==> src/hdl/ona_pkg.sv <==
package ona_pkg;

    typedef enum logic [1:0] {
        FUNC_GEN    = 2'd0,
        FUNC_BIND   = 2'd1,
        FUNC_DELETE = 2'd2,
        FUNC_QUERY  = 2'd3
    } func_t;

    typedef enum logic [1:0] {
        ST_OK      = 2'd0,
        ST_FULL    = 2'd1,
        ST_INVALID = 2'd2,
        ST_IGNORED = 2'd3
    } status_t;

    typedef struct packed {
        logic capture;
        logic exec;
        logic gen_step;
    } ona_cmd_t;

    typedef struct packed {
        logic run_gen;
        logic gen_end;
    } ona_sts_t;

    typedef struct packed {
        logic [7:0] out_name;
        status_t    status;
        logic       is_live;
        logic       last;
    } ona_res_t;

endpackage

==> src/hdl/object_name_allocator.sv <==
// bind, delete and query: accepted, executed the next cycle, result beat on the
// ports the cycle after; a new command is taken only while busy is low
// generate of n names: an exec setup step, then one result beat per cycle (n beats, or
// fewer plus a full beat), set by the one-pop-per-cycle free stack ram read
// reset: names 0 and 1 live, high-water 2, current name 1, free stack empty
// results cannot be stalled; each beat is valid for exactly one cycle
module object_name_allocator
    import ona_pkg::*;
#(
    parameter int CAPACITY  = 256,
    parameter int MAX_BATCH = 16
) (
    input  logic       clk,
    input  logic       rst_n,
    input  logic       start,
    output logic       busy,
    input  logic [1:0] func,
    input  logic [7:0] name,
    input  logic [4:0] count,
    output logic       strobe,
    output logic [7:0] out_name,
    output logic [1:0] status,
    output logic       is_live,
    output logic [7:0] current_name,
    output logic       last
);

    ona_cmd_t cmd;
    ona_sts_t sts;

    ona_ctrl u_ctrl (
        .clk  (clk),
        .rst_n(rst_n),
        .start(start),
        .busy (busy),
        .sts  (sts),
        .cmd  (cmd)
    );

    ona_dpath #(
        .CAPACITY (CAPACITY),
        .MAX_BATCH(MAX_BATCH)
    ) u_dpath (
        .clk         (clk),
        .rst_n       (rst_n),
        .cmd         (cmd),
        .sts         (sts),
        .func        (func),
        .name        (name),
        .count       (count),
        .strobe      (strobe),
        .out_name    (out_name),
        .status      (status),
        .is_live     (is_live),
        .current_name(current_name),
        .last        (last)
    );

endmodule

==> src/hdl/ona_ram.sv <==
module ona_ram #(
    parameter int WIDTH = 8,
    parameter int DEPTH = 256
) (
    input  logic                     clk,
    input  logic                     we,
    input  logic [$clog2(DEPTH)-1:0] waddr,
    input  logic [WIDTH-1:0]         wdata,
    input  logic [$clog2(DEPTH)-1:0] raddr,
    output logic [WIDTH-1:0]         rdata
);

    logic [WIDTH-1:0] mem [DEPTH];

    always_ff @(posedge clk)
    begin
        if (we)
        begin
            mem[waddr] <= wdata;
        end
        rdata <= mem[raddr];
    end

endmodule

==> src/hdl/ona_ctrl.sv <==
module ona_ctrl
    import ona_pkg::*;
(
    input  logic     clk,
    input  logic     rst_n,
    input  logic     start,
    output logic     busy,
    input  ona_sts_t sts,
    output ona_cmd_t cmd
);

    typedef enum logic [2:0] {
        S_IDLE = 3'b001,
        S_EXEC = 3'b010,
        S_GEN  = 3'b100
    } state_t;

    state_t state_reg;
    state_t state_next;

    always_ff @(posedge clk or negedge rst_n)
    begin
        if (!rst_n)
        begin
            state_reg <= S_IDLE;
        end
        else
        begin
            state_reg <= state_next;
        end
    end

    always_comb
    begin
        state_next = state_reg;
        cmd        = '0;
        case (state_reg)
            S_IDLE:
            begin
                if (start)
                begin
                    cmd.capture = 1'b1;
                    state_next  = S_EXEC;
                end
            end
            S_EXEC:
            begin
                cmd.exec   = 1'b1;
                state_next = sts.run_gen ? S_GEN : S_IDLE;
            end
            S_GEN:
            begin
                cmd.gen_step = 1'b1;
                if (sts.gen_end)
                begin
                    state_next = S_IDLE;
                end
            end
            default:
            begin
                state_next = S_IDLE;
            end
        endcase
    end

    assign busy = (state_reg != S_IDLE);

    a_cap_exec: assert property (@(posedge clk) disable iff (!rst_n)
        cmd.capture |=> cmd.exec)
        else $error("accepted command not executed next cycle");

endmodule

==> src/hdl/ona_dpath.sv <==
module ona_dpath
    import ona_pkg::*;
#(
    parameter int CAPACITY  = 256,
    parameter int MAX_BATCH = 16
) (
    input  logic       clk,
    input  logic       rst_n,
    input  ona_cmd_t   cmd,
    output ona_sts_t   sts,
    input  logic [1:0] func,
    input  logic [7:0] name,
    input  logic [4:0] count,
    output logic       strobe,
    output logic [7:0] out_name,
    output logic [1:0] status,
    output logic       is_live,
    output logic [7:0] current_name,
    output logic       last
);

    localparam int NAME_LIMIT = (CAPACITY < 256) ? CAPACITY : 256;
    localparam int LIVE_AW    = $clog2(NAME_LIMIT);
    localparam int LIVE_DEPTH = 1 << LIVE_AW;
    localparam int STK_AW     = $clog2(CAPACITY);
    localparam int FC_W       = $clog2(CAPACITY + 1);
    localparam logic [8:0]      LIMIT     = 9'(NAME_LIMIT);
    localparam logic [FC_W-1:0] FC_MAX    = FC_W'(CAPACITY);
    localparam logic [6:0]      BATCH_MAX = 7'(MAX_BATCH);

    logic [1:0]            func_reg, func_next;
    logic [7:0]            name_reg, name_next;
    logic [4:0]            count_reg, count_next;
    logic [FC_W-1:0]       fc_reg, fc_next;
    logic [8:0]            hw_reg, hw_next;
    logic [7:0]            bound_reg, bound_next;
    logic [LIVE_DEPTH-1:0] valid_reg, valid_next;
    logic                  strobe_reg, strobe_next;
    ona_res_t              res_reg, res_next;

    logic                  live_we;
    logic [LIVE_AW-1:0]    live_waddr;
    logic                  live_wdata;
    logic                  live_rdata;
    logic                  stk_we;
    logic [7:0]            stk_rdata;
    logic [FC_W-1:0]       fc_dec;

    logic                  live_cur;
    logic                  in_range;
    logic                  below_hw;
    logic                  count_ok;
    logic                  out_of_names;
    logic [7:0]            got;

    ona_ram #(
        .WIDTH(1),
        .DEPTH(LIVE_DEPTH)
    ) u_live_ram (
        .clk  (clk),
        .we   (live_we),
        .waddr(live_waddr),
        .wdata(live_wdata),
        .raddr(name[LIVE_AW-1:0]),
        .rdata(live_rdata)
    );

    assign fc_dec = fc_next - FC_W'(1);

    ona_ram #(
        .WIDTH(8),
        .DEPTH(CAPACITY)
    ) u_stack_ram (
        .clk  (clk),
        .we   (stk_we),
        .waddr(fc_reg[STK_AW-1:0]),
        .wdata(name_reg),
        .raddr(fc_dec[STK_AW-1:0]),
        .rdata(stk_rdata)
    );

    // unwritten entries read as their reset value
    assign live_cur = valid_reg[name_reg[LIVE_AW-1:0]] ? live_rdata : (name_reg < 8'd2);
    assign in_range = ({1'b0, name_reg} < LIMIT);
    assign below_hw = ({1'b0, name_reg} < hw_reg);
    assign count_ok = (count_reg != 5'd0) && ({2'b00, count_reg} <= BATCH_MAX);
    assign out_of_names = (fc_reg == '0) && (hw_reg >= LIMIT);

    assign sts.run_gen = (func_t'(func_reg) == FUNC_GEN) && count_ok;
    assign sts.gen_end = out_of_names || (count_reg == 5'd1);

    always_comb
    begin
        func_next   = func_reg;
        name_next   = name_reg;
        count_next  = count_reg;
        fc_next     = fc_reg;
        hw_next     = hw_reg;
        bound_next  = bound_reg;
        valid_next  = valid_reg;
        strobe_next = 1'b0;
        res_next    = res_reg;
        live_we     = 1'b0;
        live_waddr  = name_reg[LIVE_AW-1:0];
        live_wdata  = 1'b0;
        stk_we      = 1'b0;
        got         = stk_rdata;

        if (cmd.capture)
        begin
            func_next  = func;
            name_next  = name;
            count_next = count;
        end

        if (cmd.exec)
        begin
            res_next.out_name = name_reg;
            res_next.status   = ST_OK;
            res_next.is_live  = 1'b0;
            res_next.last     = 1'b1;
            case (func_t'(func_reg))
                FUNC_GEN:
                begin
                    if (!count_ok)
                    begin
                        strobe_next     = 1'b1;
                        res_next.status = ST_INVALID;
                    end
                end
                FUNC_BIND:
                begin
                    strobe_next = 1'b1;
                    if (!in_range)
                    begin
                        res_next.status = ST_FULL;
                    end
                    else
                    begin
                        live_we    = 1'b1;
                        live_wdata = 1'b1;
                        valid_next[name_reg[LIVE_AW-1:0]] = 1'b1;
                        if (!live_cur && !below_hw)
                        begin
                            hw_next = {1'b0, name_reg} + 9'd1;
                        end
                        bound_next = name_reg;
                    end
                end
                FUNC_DELETE:
                begin
                    strobe_next = 1'b1;
                    if (name_reg == 8'd0 || !below_hw || !in_range || !live_cur)
                    begin
                        res_next.status = ST_IGNORED;
                    end
                    else
                    begin
                        live_we = 1'b1;
                        valid_next[name_reg[LIVE_AW-1:0]] = 1'b1;
                        if (bound_reg == name_reg)
                        begin
                            bound_next = 8'd0;
                        end
                        if (fc_reg < FC_MAX)
                        begin
                            stk_we  = 1'b1;
                            fc_next = fc_reg + FC_W'(1);
                        end
                        else
                        begin
                            res_next.status = ST_IGNORED;
                        end
                    end
                end
                default:
                begin
                    strobe_next      = 1'b1;
                    res_next.is_live = (name_reg != 8'd0) && below_hw && in_range && live_cur;
                end
            endcase
        end

        if (cmd.gen_step)
        begin
            strobe_next      = 1'b1;
            res_next.is_live = 1'b0;
            count_next       = count_reg - 5'd1;
            if (out_of_names)
            begin
                res_next.out_name = 8'd0;
                res_next.status   = ST_FULL;
                res_next.last     = 1'b1;
            end
            else
            begin
                if (fc_reg != '0)
                begin
                    got     = stk_rdata;
                    fc_next = fc_reg - FC_W'(1);
                end
                else
                begin
                    got     = hw_reg[7:0];
                    hw_next = hw_reg + 9'd1;
                end
                live_we    = 1'b1;
                live_wdata = 1'b1;
                live_waddr = got[LIVE_AW-1:0];
                valid_next[got[LIVE_AW-1:0]] = 1'b1;
                res_next.out_name = got;
                res_next.status   = ST_OK;
                res_next.last     = (count_reg == 5'd1);
            end
        end
    end

    always_ff @(posedge clk or negedge rst_n)
    begin
        if (!rst_n)
        begin
            fc_reg     <= '0;
            hw_reg     <= 9'd2;
            bound_reg  <= 8'd1;
            valid_reg  <= '0;
            strobe_reg <= 1'b0;
        end
        else
        begin
            fc_reg     <= fc_next;
            hw_reg     <= hw_next;
            bound_reg  <= bound_next;
            valid_reg  <= valid_next;
            strobe_reg <= strobe_next;
        end
    end

    always_ff @(posedge clk)
    begin
        func_reg  <= func_next;
        name_reg  <= name_next;
        count_reg <= count_next;
        res_reg   <= res_next;
    end

    assign strobe       = strobe_reg;
    assign out_name     = res_reg.out_name;
    assign status       = res_reg.status;
    assign is_live      = res_reg.is_live;
    assign current_name = bound_reg;
    assign last         = res_reg.last;

    a_run_contig: assert property (@(posedge clk) disable iff (!rst_n)
        strobe_reg && !res_reg.last |=> strobe_reg)
        else $error("generate run broken before its last beat");

    a_inv_last: assert property (@(posedge clk) disable iff (!rst_n)
        strobe_reg && res_reg.status == ST_INVALID |-> res_reg.last)
        else $error("invalid argument beat not marked last");

    a_bounds: assert property (@(posedge clk) disable iff (!rst_n)
        fc_reg <= FC_MAX && hw_reg <= LIMIT && hw_reg >= 9'd2)
        else $error("free count or high-water out of range");

endmodule

==> config.mk <==
export PLATFORM = sky130hd
export DESIGN_NAME = object_name_allocator
export DESIGN_NICKNAME = d
export VERILOG_FILES = /design/src/hdl/ona_pkg.sv /design/src/hdl/object_name_allocator.sv /design/src/hdl/ona_ram.sv /design/src/hdl/ona_ctrl.sv /design/src/hdl/ona_dpath.sv
export SDC_FILE = /design/constraint.sdc
export NUM_CORES = 2
export LEC_CHECK = 0
export BUFFER_PORTS_ARGS = -buffer_cell sky130_fd_sc_hd__buf_2
export CORE_MARGIN = 5
export CORE_UTILIZATION = 60
export CTS_CLUSTER_DIAMETER = 40
export DETAILED_ROUTE_END_ITERATION = 6
export GPL_TIMING_DRIVEN = 0
export PLACE_DENSITY = 0.81
export SYNTH_ARGS = -nofsm -noshare
export SYNTH_HDL_FRONTEND = slang
export SYNTH_SLANG_ARGS = --single-unit
==> constraint.sdc <==
create_clock -name clk -period 16.9 [get_ports clk]
set_input_delay 2.535 -clock clk [delete_from_list [all_inputs] [get_ports clk]]
set_output_delay 2.535 -clock clk [all_outputs]
set_load 0.01 [all_outputs]
==> parameters.txt <==
Parameter                              Value

Routing
  ANT nets after route ... 0
  Routed WL per cell ... 42.0 microns
  Iter 0 DRT Violations ... 12,850
  Total wirelength of the detailed-routed design ... 378,000 microns
  Post-route DRC violation count ... 1
  Number of optimization iterations in the first detailed-route pass ... 7
  Vias ... 68,485
  Vias per inst ... 7.61

Synth
  Largest area contributor in the synthesized netlist ... edfxtp_1
  Synthesized flop and latch total ... 2,626
  Mean area per synthesized cell ... 18.1 sq um
  Distinct cell type count of the synthesized netlist ... 74
  Sequential area share after synthesis ... 72.0%
  Area share of the leading cell type in the synthesized netlist ... 65.1%
  EDFF count, synth ... 2,330
  Top cells by area in the synthesized netlist ... edfxtp_1 65%, mux4_2 14%, dfrtp_1 6.6%
  Async set-reset flop share out of synthesis ... 10.9%
  Cells after Synth ... 5,929
  Net count of the mapped netlist ... 5,972
  YS warnings ... 0
  Post-synthesis cell area ... 107,000 sq um
  Predominant post-synthesis flop cell ... edfxtp_1

Power and ir drop
  Internal Dissipation ... 12.7 mW
  Net switching component of the power ... 5.95 mW
  Power density over the cells ... 151 nW/um^2
  Net Sw Frac ... 31.8%
  Static Leakage ... 40.1 nW
  Clock network fraction of total power ... 36.6%
  Share of power burned in registers ... 38.5%
  Pwr Total ... 18.7 mW
  Combinational power share ... 24.9%
  Peak ir drop on the vdd network ... 128 uV

Global routing
  Met3 Resource Use GR ... 15.1%
  First-pass GRT wire length ... 520,000 microns
  Global-route track usage on met2 ... 59.8%
  Most used routing layer in global routing ... met2
  Total track usage ... 40.4%
  Met1 demand-to-capacity share in global routing ... 47.9%
  Number of antenna violations at the first check in global routing ... 23
  Pin count of the biggest net entering global routing ... 113
  Total overflow reported by the global router ... 0
  Via count of the first global-routing pass ... 67,172

Finish
  Final instance count without filler cells ... 9,004
  Share of the core filled with cells in the final layout ... 69.3%
  Fill count ... 10,463
  Number of flip-flops in the largest register ... 2,048
  Layout cells sized above 1 ... 23.1%
  Count of nets after finishing ... 6,433
  Layout-stage area growth over the synthesis result ... 14.9%

Worst setup path
  Crit path launch type ... register
  Depth of the most critical reg-to-reg path ... 25
  Required time reported for the critical path endpoint ... 17,610 ps
  WP data arrival ... 13,480 ps
  CP endpoint kind ... register
  Setup slack of the most critical reg-to-reg path ... 4130 ps
  Reg-to-Reg Start ... u_dpath.name_reg[1]
  R2r endpoint ... u_dpath.u_stack_ram.rdata[3]
  CP max FO ... 27
  Type of the setup path with the least slack ... register to register

Min path
  Class of the worst hold path ... register to register
  Hold Path Sink ... u_dpath.valid_reg[126]
  Startpoint of the lowest-slack hold path ... u_dpath.valid_reg[126]
  Worst hold path stage count ... 2

CTS
  Number of sinks on the clock net ... 2,626
  H-tree levels ... 5
  CTS-repair resized insts ... 0
  Worst-path clk slew ... 60 ps
  Largest buffer count on any clock path ... 4
  Root Buffer ... clkbuf_16
  Number of buffers inserted during clock tree synthesis ... 325
  Hold bufs inserted after CTS ... 0
  Number of buffers added for setup after CTS ... 0
  Clock network latency to the later pin of the worst-skew pair ... 1010 ps
  TritonCTS clock tree ... yes

Timing
  Highest clock frequency the design can meet ... 0.0783 GHz
  Worst-margin pin slew ... 1820 ps
  Number of endpoints failing setup at the final stage ... 0
  Worst hold margin ... 488 ps
  Final Slew Violations ... 164
  Final period utilization ... 75.6%
  Fin Setup TNS ... 0 ps
  Post-route minimum period ... 12,770 ps
  Number of failing hold endpoints at the final stage ... 0
  RSZ-0062 raised after global routing ... no
  Relative slew slack ... -21.5%
  Worst setup skew after layout ... 106 ps

Floorplanning
  Core box area ... 178,000 sq um
  Effective utilization at floorplan ... 60.3%
  Full die area ... 188,000 sq um
  X dimension of the die ... 433 microns
  Total number of placement rows ... 155
  Vertical extent of the die ... 433 microns
  Total I/O pin count ... 40

Outcome
  Violated checks ... DRC, capacitance limit, slew limit
  Outcome ... finished, violations left

Place
  Detailed placer's ending HPWL ... 236,000 microns
  Gp weighted congestion ... 1.04
  Dpl cells ... 8,413
  Count of buffers inserted at the top-level ports ... 39

Job
  Max capacitance violation total ... 16
## synth_stat cells (16+ instances only)
master and count:
clkbuf_1 268, o21ai_0 35, inv_1 27, buf_1 22, a21oi_1 192, nand3b_1 16, and3_1 19, ha_1 25
buf_2 55, nand3_1 66, mux2_2 56, and2_1 35, o221ai_1 111, a21o_1 23, o22ai_1 172, buf_4 34
nor3_1 43, edfxtp_1 2330, xnor2_1 17, mux4_2 674, nor2_1 579, a22oi_1 43, nand2_1 349, dfrtp_1 283
mux2i_1 196, a211oi_1 34
## worst max path at each step
stage / end / from
floorplan: u_dpath.u_stack_ram.rdata[3] / u_dpath.name_reg[0]
global placement: u_dpath.u_stack_ram.rdata[3] / u_dpath.name_reg[5]
detailed placement: u_dpath.u_stack_ram.rdata[3] / u_dpath.name_reg[1]
CTS: u_dpath.u_stack_ram.rdata[3] / u_dpath.name_reg[1]
global route: u_dpath.u_stack_ram.rdata[2] / u_dpath.name_reg[3]
finish: u_dpath.u_stack_ram.rdata[3] / u_dpath.name_reg[1]
## cells in the final DEF (no fill, tap or decap), types with 36 or more instances in the layout
master | synthesis | routed
buf_16 | 0 | 76
nand3_1 | 66 | 66
dfrtp_1 | 283 | 283
mux2_2 | 56 | 56
clkbuf_16 | 0 | 330
a21oi_1 | 192 | 192
buf_2 | 55 | 95
a22oi_1 | 43 | 43
mux2i_1 | 196 | 196
edfxtp_1 | 2330 | 2330
nand2_1 | 349 | 348
clkbuf_1 | 268 | 285
buf_4 | 34 | 36
clkinv_1 | 1 | 37
nor2_1 | 579 | 575
o221ai_1 | 111 | 111
o22ai_1 | 172 | 172
mux4_2 | 674 | 674
inv_6 | 0 | 36
nor3_1 | 43 | 37
## critical path, stage by stage, from the launching register on
cell       delay (ps)
edfxtp_1          920
buf_16            260
buf_2             290
buf_2             490
clkbuf_1          810
mux4_2            370
mux2i_1           220
a21oi_1           370
nand2_1           280
a21o_1            290
a21oi_2           610
nand2_1           150
o21ai_0           110
o21ai_0           170
ha_1              330
clkbuf_1          660
clkbuf_1          740
clkbuf_2          830
clkbuf_1         1060
clkbuf_1         1210
mux4_2            530
mux2i_1           300
a22oi_1           160
o21ai_1           180
a2bb2oi_1         660
nand4_1           400
## layout make-up
type	count	area [sq um]	area share, %
Antenna cell	21	52.6	0.0426
Buffer	394	1820	1.48
Clock buffer	380	8480	6.87
Clock inverter	185	1880	1.52
Inverter	29	109	0.0882
Multi-Input combinational cell	2880	28300	22.9
Sequential cell	2626	77300	62.6
Tap cell	2355	2950	2.39
Timing Repair Buffer	134	2560	2.07
## per-stage QoR
step	instance area, sq um	setup WS, ps
after global placement	111000	-1140
after global routing	123000	4820
after CTS	123000	3980
after floorplan	107000	7530
final	123000	4130
after detailed placement	113000	4500
## power groups by stage
stage	Combinational (mW)	Clock (mW)	Sequential, mW
finish	4.66	6.84	7.20
detailed placement	4.25	0	7.33
floorplan	2.27	0	7.40
global placement	3.99	0	7.49
global route	4.56	7.11	7.20
CTS	4.37	6.80	7.20
## layer usage
layer  vias to the layer above  wire length [microns]  share of wire, %
met1                     33920                 113000                30
met3                      2049                  57300                15
met4                         6                  39100                10
met2                      7541                 169000                45
li1                      24969                      -                 -
met5                         -                     59             0.016
## kinds of logic after synthesis
logic type | share of synthesized area [%]
AOI/OAI and AO/OA | 4.48
xor gates and xnor gates | 0.271
adders and majority gates | 0.291
buffers and inverters | 1.76
DFF | 72.0
muxes | 16.5
and+or+nand+nor | 4.67
Note: power is estimated with default switching activity, not from simulation.
